<file path="src/rtl/core/pmt_pkg.sv">
// Shared types and constants for the PS/2 mouse tracker.
package pmt_pkg;

  // Bytes seen on the PS/2 link
  localparam logic [7:0] BYTE_ACK             = 8'hFA;
  localparam logic [7:0] BYTE_SELF_TEST_OK    = 8'hAA;
  localparam logic [7:0] BYTE_DEVICE_ID       = 8'h00;
  localparam logic [7:0] CMD_ENABLE_REPORTING = 8'hF4;

  // Sign bits of the deltas in the first packet byte
  localparam int X_SIGN_BIT = 4;
  localparam int Y_SIGN_BIT = 5;

  // Default geometry and fixed-point format
  localparam int DEF_SCREEN_WIDTH  = 320;
  localparam int DEF_SCREEN_HEIGHT = 240;
  localparam int DEF_FRACTION_BITS = 3;

  // Job queue between front and back end
  localparam int QUEUE_DEPTH = 4;

  // Link bring-up state
  typedef enum logic [1:0] {
    LINK_IDLE   = 2'd0,
    LINK_AWAIT  = 2'd1,
    LINK_REPORT = 2'd2
  } link_t;

  // Work handed from the front end to the back end
  typedef enum logic [1:0] {
    JOB_CMD    = 2'd0,
    JOB_ENABLE = 2'd1,
    JOB_PACKET = 2'd2
  } job_kind_t;

  typedef struct packed {
    job_kind_t  kind;
    logic [7:0] b0;
    logic [7:0] b1;
    logic [7:0] b2;
  } job_t;

  // Result kinds; the value also indexes the pending vector of the back end
  typedef enum logic [2:0] {
    EV_SEND_CMD = 3'd0,
    EV_ENABLED  = 3'd1,
    EV_MOVE     = 3'd2,
    EV_BTN_UP   = 3'd3,
    EV_BTN_DOWN = 3'd4
  } ev_kind_t;

  localparam int EV_COUNT = 5;

endpackage

</file>
<file path="src/rtl/core/pmt_front.sv">
// Front end: takes received bytes, tracks link bring-up and packet phase, queues jobs.
module pmt_front (
  input  logic          clk,
  input  logic          rst,
  input  logic          in_valid,
  output logic          in_stall,
  input  logic [7:0]    rx_byte,
  input  logic          queue_full,
  output logic          push,
  output pmt_pkg::job_t push_job
);
  import pmt_pkg::*;

  link_t      link, link_next;
  logic [1:0] phase, phase_next;
  logic [7:0] hist_mid;
  logic [7:0] hist_new;
  logic       job_valid;
  logic       accept;

  // Hold bytes back while the job queue has no room
  assign in_stall = queue_full;
  assign accept   = in_valid && !in_stall;
  assign push     = accept && job_valid;

  // Classify the incoming byte against the history
  always_comb begin
    link_next     = link;
    phase_next    = phase;
    job_valid     = 1'b0;
    push_job.kind = JOB_CMD;
    push_job.b0   = hist_mid;
    push_job.b1   = hist_new;
    push_job.b2   = rx_byte;
    if (link != LINK_REPORT) begin
      if (hist_new == BYTE_SELF_TEST_OK && rx_byte == BYTE_DEVICE_ID) begin
        link_next     = LINK_AWAIT;
        job_valid     = 1'b1;
        push_job.kind = JOB_CMD;
      end else if (link == LINK_AWAIT && rx_byte == BYTE_ACK) begin
        link_next     = LINK_REPORT;
        job_valid     = 1'b1;
        push_job.kind = JOB_ENABLE;
      end
    end else begin
      // Every third byte closes a packet
      if (phase == 2'd2) begin
        phase_next    = 2'd0;
        job_valid     = 1'b1;
        push_job.kind = JOB_PACKET;
      end else begin
        phase_next = phase + 2'd1;
      end
    end
  end

  // Advance link state and phase on each accepted beat
  always_ff @(posedge clk) begin
    if (rst) begin
      link  <= LINK_IDLE;
      phase <= 2'd0;
    end else if (accept) begin
      link  <= link_next;
      phase <= phase_next;
    end
  end

  // Shift the byte history
  always_ff @(posedge clk) begin
    if (rst) begin
      hist_mid <= 8'h00;
      hist_new <= 8'h00;
    end else if (accept) begin
      hist_mid <= hist_new;
      hist_new <= rx_byte;
    end
  end

endmodule

</file>
<file path="src/rtl/core/pmt_queue.sv">
// Short job queue between the front and back ends.
module pmt_queue (
  input  logic          clk,
  input  logic          rst,
  input  logic          push,
  input  pmt_pkg::job_t push_job,
  output logic          full,
  input  logic          pop,
  output logic          empty,
  output pmt_pkg::job_t head_job
);
  import pmt_pkg::*;

  localparam int PW = (QUEUE_DEPTH > 1) ? $clog2(QUEUE_DEPTH) : 1;
  localparam int CW = $clog2(QUEUE_DEPTH + 1);
  localparam logic [PW-1:0] LAST_PTR = PW'(QUEUE_DEPTH - 1);

  job_t          entries [QUEUE_DEPTH];
  logic [PW-1:0] wr_ptr;
  logic [PW-1:0] rd_ptr;
  logic [CW-1:0] count;
  logic          do_push;
  logic          do_pop;

  assign full     = (count == CW'(QUEUE_DEPTH));
  assign empty    = (count == '0);
  assign do_push  = push && !full;
  assign do_pop   = pop && !empty;
  assign head_job = entries[rd_ptr];

  // Store pushed jobs
  always_ff @(posedge clk) begin
    if (do_push) begin
      entries[wr_ptr] <= push_job;
    end
  end

  // Advance pointers and occupancy
  always_ff @(posedge clk) begin
    if (rst) begin
      wr_ptr <= '0;
      rd_ptr <= '0;
      count  <= '0;
    end else begin
      if (do_push) begin
        wr_ptr <= (wr_ptr == LAST_PTR) ? '0 : wr_ptr + PW'(1);
      end
      if (do_pop) begin
        rd_ptr <= (rd_ptr == LAST_PTR) ? '0 : rd_ptr + PW'(1);
      end
      if (do_push && !do_pop) begin
        count <= count + CW'(1);
      end else if (do_pop && !do_push) begin
        count <= count - CW'(1);
      end
    end
  end

endmodule

</file>
<file path="src/rtl/core/pmt_back.sv">
// Back end: applies packets to position and buttons and emits result beats.
module pmt_back #(
  parameter int SCREEN_WIDTH  = pmt_pkg::DEF_SCREEN_WIDTH,
  parameter int SCREEN_HEIGHT = pmt_pkg::DEF_SCREEN_HEIGHT,
  parameter int FRACTION_BITS = pmt_pkg::DEF_FRACTION_BITS
) (
  input  logic          clk,
  input  logic          rst,
  input  logic          cfg_write,
  input  logic          cfg_wdata,
  input  logic          queue_empty,
  input  pmt_pkg::job_t head_job,
  output logic          pop,
  output logic          out_valid,
  input  logic          out_stall,
  output logic [2:0]    event_kind,
  output logic [7:0]    command_byte,
  output logic [8:0]    old_x,
  output logic [7:0]    old_y,
  output logic [8:0]    new_x,
  output logic [7:0]    new_y,
  output logic          left_btn,
  output logic          middle_btn,
  output logic          right_btn,
  output logic          last
);
  import pmt_pkg::*;

  localparam int XIW = $clog2(SCREEN_WIDTH);
  localparam int YIW = $clog2(SCREEN_HEIGHT);
  localparam int PXW = XIW + FRACTION_BITS;
  localparam int PYW = YIW + FRACTION_BITS;
  localparam int SW  = ((PXW > PYW) ? PXW : PYW) + 8;
  localparam int SHL = (FRACTION_BITS >= 3) ? FRACTION_BITS - 3 : 0;
  localparam int SHR = (FRACTION_BITS >= 3) ? 0 : 3 - FRACTION_BITS;
  localparam logic signed [SW-1:0] LIM_X = SW'(SCREEN_WIDTH * (1 << FRACTION_BITS));
  localparam logic signed [SW-1:0] LIM_Y = SW'(SCREEN_HEIGHT * (1 << FRACTION_BITS));
  localparam logic [PXW-1:0] MAX_X = PXW'((SCREEN_WIDTH - 1) * (1 << FRACTION_BITS));
  localparam logic [PYW-1:0] MAX_Y = PYW'((SCREEN_HEIGHT - 1) * (1 << FRACTION_BITS));

  logic                 y_up;
  logic [PXW-1:0]       pos_x;
  logic [PYW-1:0]       pos_y;
  logic [2:0]           buttons;

  logic signed [SW-1:0] dx_ext, dy_ext, dx_s, dy_s;
  logic signed [SW-1:0] sum_x, sum_y;
  logic [PXW-1:0]       nx;
  logic [PYW-1:0]       ny;
  logic [2:0]           nb, up_new, down_new;
  logic                 moved;

  logic [EV_COUNT-1:0]  pend, pend_next, pend_load, pend_left, sel;
  logic [8:0]           mv_old_x, mv_new_x;
  logic [7:0]           mv_old_y, mv_new_y;
  logic [2:0]           up_mask, down_mask;
  logic                 emit;
  logic                 load_job;
  ev_kind_t             sel_kind;

  // Hold the vertical direction register
  always_ff @(posedge clk) begin
    if (rst) begin
      y_up <= 1'b0;
    end else if (cfg_write) begin
      y_up <= cfg_wdata;
    end
  end

  // Scale the 9-bit deltas into the fixed-point format
  always_comb begin
    dx_ext = SW'($signed({head_job.b0[X_SIGN_BIT], head_job.b1}));
    dy_ext = SW'($signed({head_job.b0[Y_SIGN_BIT], head_job.b2}));
    dx_s   = (dx_ext <<< SHL) >>> SHR;
    dy_s   = (dy_ext <<< SHL) >>> SHR;
    sum_x  = SW'($signed({1'b0, pos_x})) + dx_s;
    sum_y  = y_up ? SW'($signed({1'b0, pos_y})) + dy_s
                  : SW'($signed({1'b0, pos_y})) - dy_s;
  end

  // Clamp to the screen
  always_comb begin
    if (sum_x < 0) begin
      nx = '0;
    end else if (sum_x >= LIM_X) begin
      nx = MAX_X;
    end else begin
      nx = sum_x[PXW-1:0];
    end
    if (sum_y < 0) begin
      ny = '0;
    end else if (sum_y >= LIM_Y) begin
      ny = MAX_Y;
    end else begin
      ny = sum_y[PYW-1:0];
    end
  end

  // Work out which results a packet raises
  always_comb begin
    nb       = head_job.b0[2:0];
    up_new   = (buttons ^ nb) & ~nb;
    down_new = (buttons ^ nb) & nb;
    moved    = ((nx != pos_x) || (ny != pos_y)) &&
               ((|nx[PXW-1:FRACTION_BITS]) || (|ny[PYW-1:FRACTION_BITS]));
    pend_load = '0;
    case (head_job.kind)
      JOB_CMD:    pend_load[EV_SEND_CMD] = 1'b1;
      JOB_ENABLE: pend_load[EV_ENABLED]  = 1'b1;
      JOB_PACKET: begin
        pend_load[EV_MOVE]     = moved;
        pend_load[EV_BTN_UP]   = |up_new;
        pend_load[EV_BTN_DOWN] = |down_new;
      end
      default:    pend_load = '0;
    endcase
  end

  // Pick the next pending result and decide whether to take a new job
  always_comb begin
    sel       = pend & (~pend + EV_COUNT'(1));
    emit      = (|pend) && (!out_valid || !out_stall);
    pend_left = emit ? (pend & ~sel) : pend;
    load_job  = !queue_empty && (pend_left == '0);
    pend_next = load_job ? pend_load : pend_left;
    if (sel[EV_SEND_CMD]) begin
      sel_kind = EV_SEND_CMD;
    end else if (sel[EV_ENABLED]) begin
      sel_kind = EV_ENABLED;
    end else if (sel[EV_MOVE]) begin
      sel_kind = EV_MOVE;
    end else if (sel[EV_BTN_UP]) begin
      sel_kind = EV_BTN_UP;
    end else begin
      sel_kind = EV_BTN_DOWN;
    end
  end

  assign pop = load_job;

  // Track pending results
  always_ff @(posedge clk) begin
    if (rst) begin
      pend <= '0;
    end else begin
      pend <= pend_next;
    end
  end

  // Apply a packet to position and buttons
  always_ff @(posedge clk) begin
    if (rst) begin
      pos_x   <= '0;
      pos_y   <= '0;
      buttons <= 3'b000;
    end else if (load_job && head_job.kind == JOB_PACKET) begin
      pos_x   <= nx;
      pos_y   <= ny;
      buttons <= nb;
    end
  end

  // Capture the data of the pending results
  always_ff @(posedge clk) begin
    if (load_job && head_job.kind == JOB_PACKET) begin
      mv_old_x  <= 9'(pos_x[PXW-1:FRACTION_BITS]);
      mv_old_y  <= 8'(pos_y[PYW-1:FRACTION_BITS]);
      mv_new_x  <= 9'(nx[PXW-1:FRACTION_BITS]);
      mv_new_y  <= 8'(ny[PYW-1:FRACTION_BITS]);
      up_mask   <= up_new;
      down_mask <= down_new;
    end
  end

  // Output register valid: load on emit, drop once taken
  always_ff @(posedge clk) begin
    if (rst) begin
      out_valid <= 1'b0;
    end else if (emit) begin
      out_valid <= 1'b1;
    end else if (!out_stall) begin
      out_valid <= 1'b0;
    end
  end

  // Output register payload
  always_ff @(posedge clk) begin
    if (emit) begin
      event_kind   <= sel_kind;
      command_byte <= (sel_kind == EV_SEND_CMD) ? CMD_ENABLE_REPORTING : 8'h00;
      old_x        <= (sel_kind == EV_MOVE) ? mv_old_x : 9'd0;
      old_y        <= (sel_kind == EV_MOVE) ? mv_old_y : 8'd0;
      new_x        <= (sel_kind == EV_MOVE) ? mv_new_x : 9'd0;
      new_y        <= (sel_kind == EV_MOVE) ? mv_new_y : 8'd0;
      if (sel_kind == EV_BTN_UP) begin
        left_btn   <= up_mask[0];
        right_btn  <= up_mask[1];
        middle_btn <= up_mask[2];
      end else if (sel_kind == EV_BTN_DOWN) begin
        left_btn   <= down_mask[0];
        right_btn  <= down_mask[1];
        middle_btn <= down_mask[2];
      end else begin
        left_btn   <= 1'b0;
        right_btn  <= 1'b0;
        middle_btn <= 1'b0;
      end
      last         <= ((pend & ~sel) == '0);
    end
  end

endmodule

</file>
<file path="src/rtl/core/ps2_mouse_tracker_unit.sv">
// PS/2 mouse tracker: byte-stream decoder with position and button event output.
// Received mouse bytes are accepted one per cycle while the four-entry job queue
// has room. The front end handles link bring-up (answering a self-test/ID pair
// with an enable-reporting command, then waiting for the acknowledge) and cuts
// the report stream into three-byte packets. The back end applies each packet
// to the clamped fixed-point cursor position and then delivers its results,
// one beat per cycle while the output is not stalled: a three-byte packet gives
// zero to three results, so the block keeps pace with a continuous byte stream.
// A stalled result waits in the output register and later results in the back
// end's pending vector; the queue absorbs bytes meanwhile. No clearing pass is
// needed after reset. y direction is set by the one-bit config write.
module ps2_mouse_tracker_unit #(
  parameter int SCREEN_WIDTH  = pmt_pkg::DEF_SCREEN_WIDTH,
  parameter int SCREEN_HEIGHT = pmt_pkg::DEF_SCREEN_HEIGHT,
  parameter int FRACTION_BITS = pmt_pkg::DEF_FRACTION_BITS
) (
  input  logic       clk,
  input  logic       rst,
  input  logic       cfg_write,
  input  logic       cfg_wdata,
  input  logic       in_valid,
  output logic       in_stall,
  input  logic [7:0] rx_byte,
  output logic       out_valid,
  input  logic       out_stall,
  output logic [2:0] event_kind,
  output logic [7:0] command_byte,
  output logic [8:0] old_x,
  output logic [7:0] old_y,
  output logic [8:0] new_x,
  output logic [7:0] new_y,
  output logic       left_btn,
  output logic       middle_btn,
  output logic       right_btn,
  output logic       last
);
  import pmt_pkg::*;

  job_t push_job;
  job_t head_job;
  logic push;
  logic pop;
  logic queue_full;
  logic queue_empty;

  pmt_front u_front (
    .clk        (clk),
    .rst        (rst),
    .in_valid   (in_valid),
    .in_stall   (in_stall),
    .rx_byte    (rx_byte),
    .queue_full (queue_full),
    .push       (push),
    .push_job   (push_job)
  );

  pmt_queue u_queue (
    .clk      (clk),
    .rst      (rst),
    .push     (push),
    .push_job (push_job),
    .full     (queue_full),
    .pop      (pop),
    .empty    (queue_empty),
    .head_job (head_job)
  );

  pmt_back #(
    .SCREEN_WIDTH  (SCREEN_WIDTH),
    .SCREEN_HEIGHT (SCREEN_HEIGHT),
    .FRACTION_BITS (FRACTION_BITS)
  ) u_back (
    .clk          (clk),
    .rst          (rst),
    .cfg_write    (cfg_write),
    .cfg_wdata    (cfg_wdata),
    .queue_empty  (queue_empty),
    .head_job     (head_job),
    .pop          (pop),
    .out_valid    (out_valid),
    .out_stall    (out_stall),
    .event_kind   (event_kind),
    .command_byte (command_byte),
    .old_x        (old_x),
    .old_y        (old_y),
    .new_x        (new_x),
    .new_y        (new_y),
    .left_btn     (left_btn),
    .middle_btn   (middle_btn),
    .right_btn    (right_btn),
    .last         (last)
  );

endmodule

</file>
<file path="config.mk">
export PLATFORM = sky130hd
export DESIGN_NAME = ps2_mouse_tracker_unit
export DESIGN_NICKNAME = d
export VERILOG_FILES = /design/src/rtl/core/pmt_pkg.sv /design/src/rtl/core/pmt_front.sv /design/src/rtl/core/pmt_queue.sv /design/src/rtl/core/pmt_back.sv /design/src/rtl/core/ps2_mouse_tracker_unit.sv
export SDC_FILE = /design/constraint.sdc
export NUM_CORES = 1
export LEC_CHECK = 0
export BUFFER_PORTS_ARGS = -buffer_cell sky130_fd_sc_hd__buf_4
export CAP_MARGIN = 10
export CORE_ASPECT_RATIO = 0.9
export CORE_UTILIZATION = 40
export DETAILED_ROUTE_END_ITERATION = 10
export PLACE_DENSITY = 0.61
export SLEW_MARGIN = 20
export SYNTH_ARGS = -nofsm -noshare
export SYNTH_HDL_FRONTEND = slang
export SYNTH_HIERARCHICAL = 1
export SYNTH_SLANG_ARGS = --single-unit
</file>
<file path="constraint.sdc">
create_clock -name clk -period 4.3 [get_ports clk]
set_input_delay 0.645 -clock clk [delete_from_list [all_inputs] [get_ports clk]]
set_output_delay 0.645 -clock clk [all_outputs]
set_load 0.02 [all_outputs]
</file>
After elaboration in Yosys (flattened, before gate mapping)
Memories as Yosys holds them, arrays and structs flattened. A register that Yosys moved wholly into a read port is not among the register bits. Index checks and enable logic that the tools add are counted.

Bits in registers: 149. Memory bits (writable): 104. Input port bits: 14. Output and inout bits: 51. Word-level logic and storage cells: 146. Memories kept: 1.

Add/sub/neg operators: 9. Magnitude comparators: 4. Eq/ne operators: 16. Muxes and demuxes: 42. Bitwise gates (word level): 9. Reductions and logical operators: 36.

Memory list: u_queue.entries (depth 4, width 26, rd ports 1, clocked after Yosys merged registers in 1, write ports 1, RTL line pmt_queue.sv:18) `job_t entries [QUEUE_DEPTH];`.

Operators with widths (number): two-way mux 12 bit (2); two-way mux 11 bit (2); two-way mux 3 bit (7); >= comparator 20 x 12 -> 1 bit, second input constant (1); < comparator 20 x 1 -> 1 bit, second input constant (1); two-way mux 2 bit (10); two-way mux 20 bit (1); two-way mux 1 bit (17); equality test 8 bit, second input constant (2); adder 13 x 9 -> 14 bit (1); >= comparator 14 x 13 -> 1 bit, second input constant (1); < comparator 14 x 1 -> 1 bit, second input constant (1); adder 12 x 9 -> 13 bit (1); subtractor 12 x 9 -> 13 bit (1); logical AND 1 bit (12); != test 12 bit (1); != test 11 bit (1); bitwise AND 5 bit (2); zero test 5 bit (2); two-way mux 5 bit (2); NOT 5 bit (2); OR reduction 9 bit (1); equality test 2 bit, second input constant (4); zero test 8 bit (1); other kinds (24) (40).

Depth between registers and ports, before layout
Depth after elaboration: 12. Mapped depth: 19. Depth with buffers taken out: 17.

Cells and area by module
Netlist, hierarchy kept.

Modules (own cells, without submodules): pmt_back (times used 1, cells an instance 627, area each 6403.6 sq um, sequential area each 3123.0 sq um); pmt_queue (times used 1, cells an instance 186, area each 4244.1 sq um, sequential area each 3303.2 sq um); pmt_front (times used 1, cells an instance 111, area each 902.1 sq um, sequential area each 400.4 sq um).

Worst setup path before layout
Ideal clock, no wire load.

Path kind: register to register. From: register (tool-made name). To: register u_back.pend[2]. Setup time: 0.120 ns. Arrival: 4.458 ns. Required time: 4.180 ns. Path slack: -0.277 ns. Stages on the path, launching flop included: 17. Buffers on the path: 1. Period minus slack after synthesis: 4.577 ns. Cells stage by stage: dfxtp_1 > buf_6 > mux4_2 > inv_1 > ha_1 > nor3b_1 > a21oi_1 > xor2_1 > ha_1 > a211o_1 > o2111a_1 > or4_1 > nand4bb_4 > and3_1 > a2111o_1 > a2111o_1 > o31a_1.

RTL lines: to (signal assigned) (RTL line pmt_back.sv:146) `pend <= pend_next;`; to (decl) (RTL line pmt_back.sv:53) `logic [EV_COUNT-1:0] pend, pend_next, pend_load, pend_left, sel;`.

==> metrics list <==
- Syn_area_per_cell: 12.29 µm²
- Reg-to-reg slack, setup: -0.08 ns
* Number of iterations in the first detailed-routing pass: 5
- The run finished, with violations left.
- Period utilization: 1.018
- Dividing the detail-routed wire length by the instance count gives 16.31 µm.
- DR iter-0 viols: 393
- The clock reaches the later pin of the worst-skew pair after 0.52 ns.
* Hold Startpoint: cfg_wdata
- The cell count after synthesis came out at 897.
* Worst hold slack across all endpoints: 0.3741 ns
- Max-cap violations in this run came to 0.
- The critical path is of the reg2reg type.
* Overall die area: 28230 µm²
* Sequence of cells on the critical path: buf_12 > mux4_2 > buf_4 > nor4_4 > a21oi_1 > xor2_1 > ha_1 > o211ai_1 > a21o_1 > a211oi_2 > o31ai_2 > xnor2_1 > buf_4 > buf_4 > a21oi_2 > xnor2_1 > o21ai_0 > a2111o_1 > o31a_1
- IR drop worst, VDD: 338.5 µV
- Initial antenna violation count: 0
- The worst hold path was traced through 3 stages.
- Data on the critical path arrives at its endpoint at 4.78 ns.
- Number of failing setup endpoints in the final timing report: 1
- Clk Tree Root Cell: clkbuf_16
* # diodes: 0
- The total area inside the core boundary comes to 27030 µm².
* Synth Cell Area: 11020 µm²
- Once layout is complete, the utilization of the core stands at 0.5037.
- For the pin with the worst max-slew slack, the measured transition is 0.8742 ns.
- STA classifies the critical path startpoint as a flip-flop.
- R2R depth: 19
* Global route total overflow: 0
* Pin count of the biggest net entering global routing: 53
* Tightest Hold Check Type: in2reg
- Across all setup checks in the final design, the least slack found is -0.07748 ns.
- Via count of the first global-routing pass: 7112
- Pin placement for this block handled 65 I/O pins.
- Dpl hpwl: 16570 µm
- The worst pin sits at a relative slew slack of 0.4092.
- Most repeated library cell on the critical path: buf_4
- Via density per instance: 5.191
- The largest single stage delay on the critical path is 0.52 ns.
- CTS built an H-tree with a depth of 1.
- The first global-routing pass estimated 37620 µm of wire.
* Die width: 177.0 µm
* Effective utilization at floorplan: 0.4079
* Die H: 159.5 µm
- Failing checks: setup timing
- Routability cong.: 0.9084
- The count of final hold-check violations came to 0.
* Total number of nets in the final design: 1099
* GRT Total Usage: 0.1664
- Area growth from synthesis to final layout: 23.51%
* Filler cell count in the final layout: 2381
- After clock tree synthesis, the clock-pin slew on the worst setup and hold paths is 0.06 ns.
- Summed over all failing endpoints, the final setup total negative slack is -0.07748 ns.
* I/O Buffers: 61
- CP Data Required Time: 4.70 ns
- Static leakage: 5.067 nW
* Unrepaired setup endpoints after global routing: yes
- The tree built by TritonCTS fans out to 233 sinks.
* Total Routed Length: 23200 µm
- Once detail routing completed, the nets flagged for antenna violations numbered 0.
- In the final layout, the share of cells above drive strength 1 is 0.2772.
* Cts-stage hold buffer count: 0
* Time the final worst path needs with I/O delays and setup: 4.377 ns
* Power Dens Cells: 352.4 nW/µm²
* Clock buffer count from CTS: 24
- Summing over every cut layer, the via total after detailed routing is 7382.
- Timing-limited maximum frequency: 228.4 MHz
- For this run, design rule violations remaining after detail routing come to 0.
- TritonCTS built the clock tree.
- CP endpoint kind: flip-flop
- Of all nets on the critical path, the largest fanout is 8.
* Number of cell rows: 57
* Number of warnings reported in the yosys synthesis log: 6
* Post-route clock skew: 0.01844 ns
- On the critical path, the stage with the largest delay is an instance of mux4_2.
- The clock passes through at most 3 buffers.
- Max Slew Vio Count: 0
[timing repair]
item,CTS,global route
setup endpoints to repair,1,2
gates resized for setup,12,9
pin swaps,10,10
buffers inserted,6,1
[registers in the layout, summed over array words and instances (netlist names), 5 cells and up, named ones only]
signal	cells
u_back/old_y	8
u_queue/entries	92
u_back/new_y	8
u_back/new_x	9
u_back/mv_old_y	8
u_back/mv_old_x	9
u_back/mv_new_y	8
u_back/pos_y	11
u_front/hist_new	8
u_front/hist_mid	5
u_back/old_x	9
u_back/pend	5
u_back/pos_x	12
u_back/mv_new_x	9
[worst max-delay path, delay by kind of cell, from the launching register on]
kind	cells	cell delay (ns)
compound gates	9	1.76
buf+inv	4	0.59
mux	1	0.52
xor+xnor	3	0.41
flops	1	0.34
fa+ha+maj	1	0.34
simple gates	1	0.31
[report_power, final]
part           internal [W]  switching, W  leakage (nW)
registers           0.00240    0.00000948          2.01
logic             0.0000634     0.0000757          2.64
clock network       0.00142      0.000827         0.423
[cell usage in the layout, fill, tap and decap left out, types with 4 or more instances in the layout]
cell type / count
buf_4: 177
edfxtp_1: 174
nand2_1: 90
a21oi_1: 79
dfxtp_1: 58
nor2_1: 43
and3_1: 40
ha_1: 30
clkbuf_16: 25
inv_1: 23
mux4_2: 23
xor2_1: 21
nor3_1: 14
nor2b_1: 14
o21ai_0: 14
nand3_1: 13
a21o_1: 11
xnor2_1: 10
a31oi_1: 10
nand2b_1: 8
clkbuf_1: 7
nand4_1: 7
and2_1: 6
a211oi_1: 6
o21ai_1: 6
a21oi_2: 6
mux2i_1: 6
o31ai_1: 6
bufinv_16: 5
o21a_1: 5
or3_1: 5
buf_12: 5
nand3b_1: 4
o211ai_1: 4
nor3b_1: 4
or4_1: 4
and3_2: 4
[worst paths after layout]
check	to
max	u_back/pend[2]
min	u_back/y_up
min reg2reg	u_back/buttons[0]
max reg2reg	u_back/pend[2]
[stage by stage]
stage	instance area (µm²)	setup WS [ns]	cells	total power, W
6_report	13620	-0.07748	1422	0.004799
3_5_place_dp	12580	-0.1832	1370	0.002595
2_1_floorplan	11100	-0.04415	899	0.002538
5_1_grt	13620	-0.3510	1422	0.004954
4_1_cts	13550	-0.1260	1420	0.004852
3_3_place_gp	12580	-0.1954	1370	0.002594
[per-layer routing]
| metal | track usage | wire length, µm | share of wire |
|---|---|---|---|
| met2 | 0.2527 | 10110 | 0.44 |
| met3 | 0.02316 | 939 | 0.040 |
| met1 | 0.2450 | 11510 | 0.50 |
| met5 | 0 | 0 | 0 |
| met4 | 0.05212 | 640 | 0.028 |
[area by class of cell]
class / instances / area [µm²] / share of cell area
Sequential cell: 233 / 6407 / 0.4706
Tap cell: 354 / 442.9 / 0.03253
Inverter: 27 / 106.4 / 0.007811
Multi-Input combinational cell: 582 / 4360 / 0.3203
Timing Repair Buffer: 182 / 1429 / 0.1049
Clock buffer: 35 / 693.2 / 0.05091
Clock inverter: 9 / 176.4 / 0.01296
(Power assumes the default switching activity.)
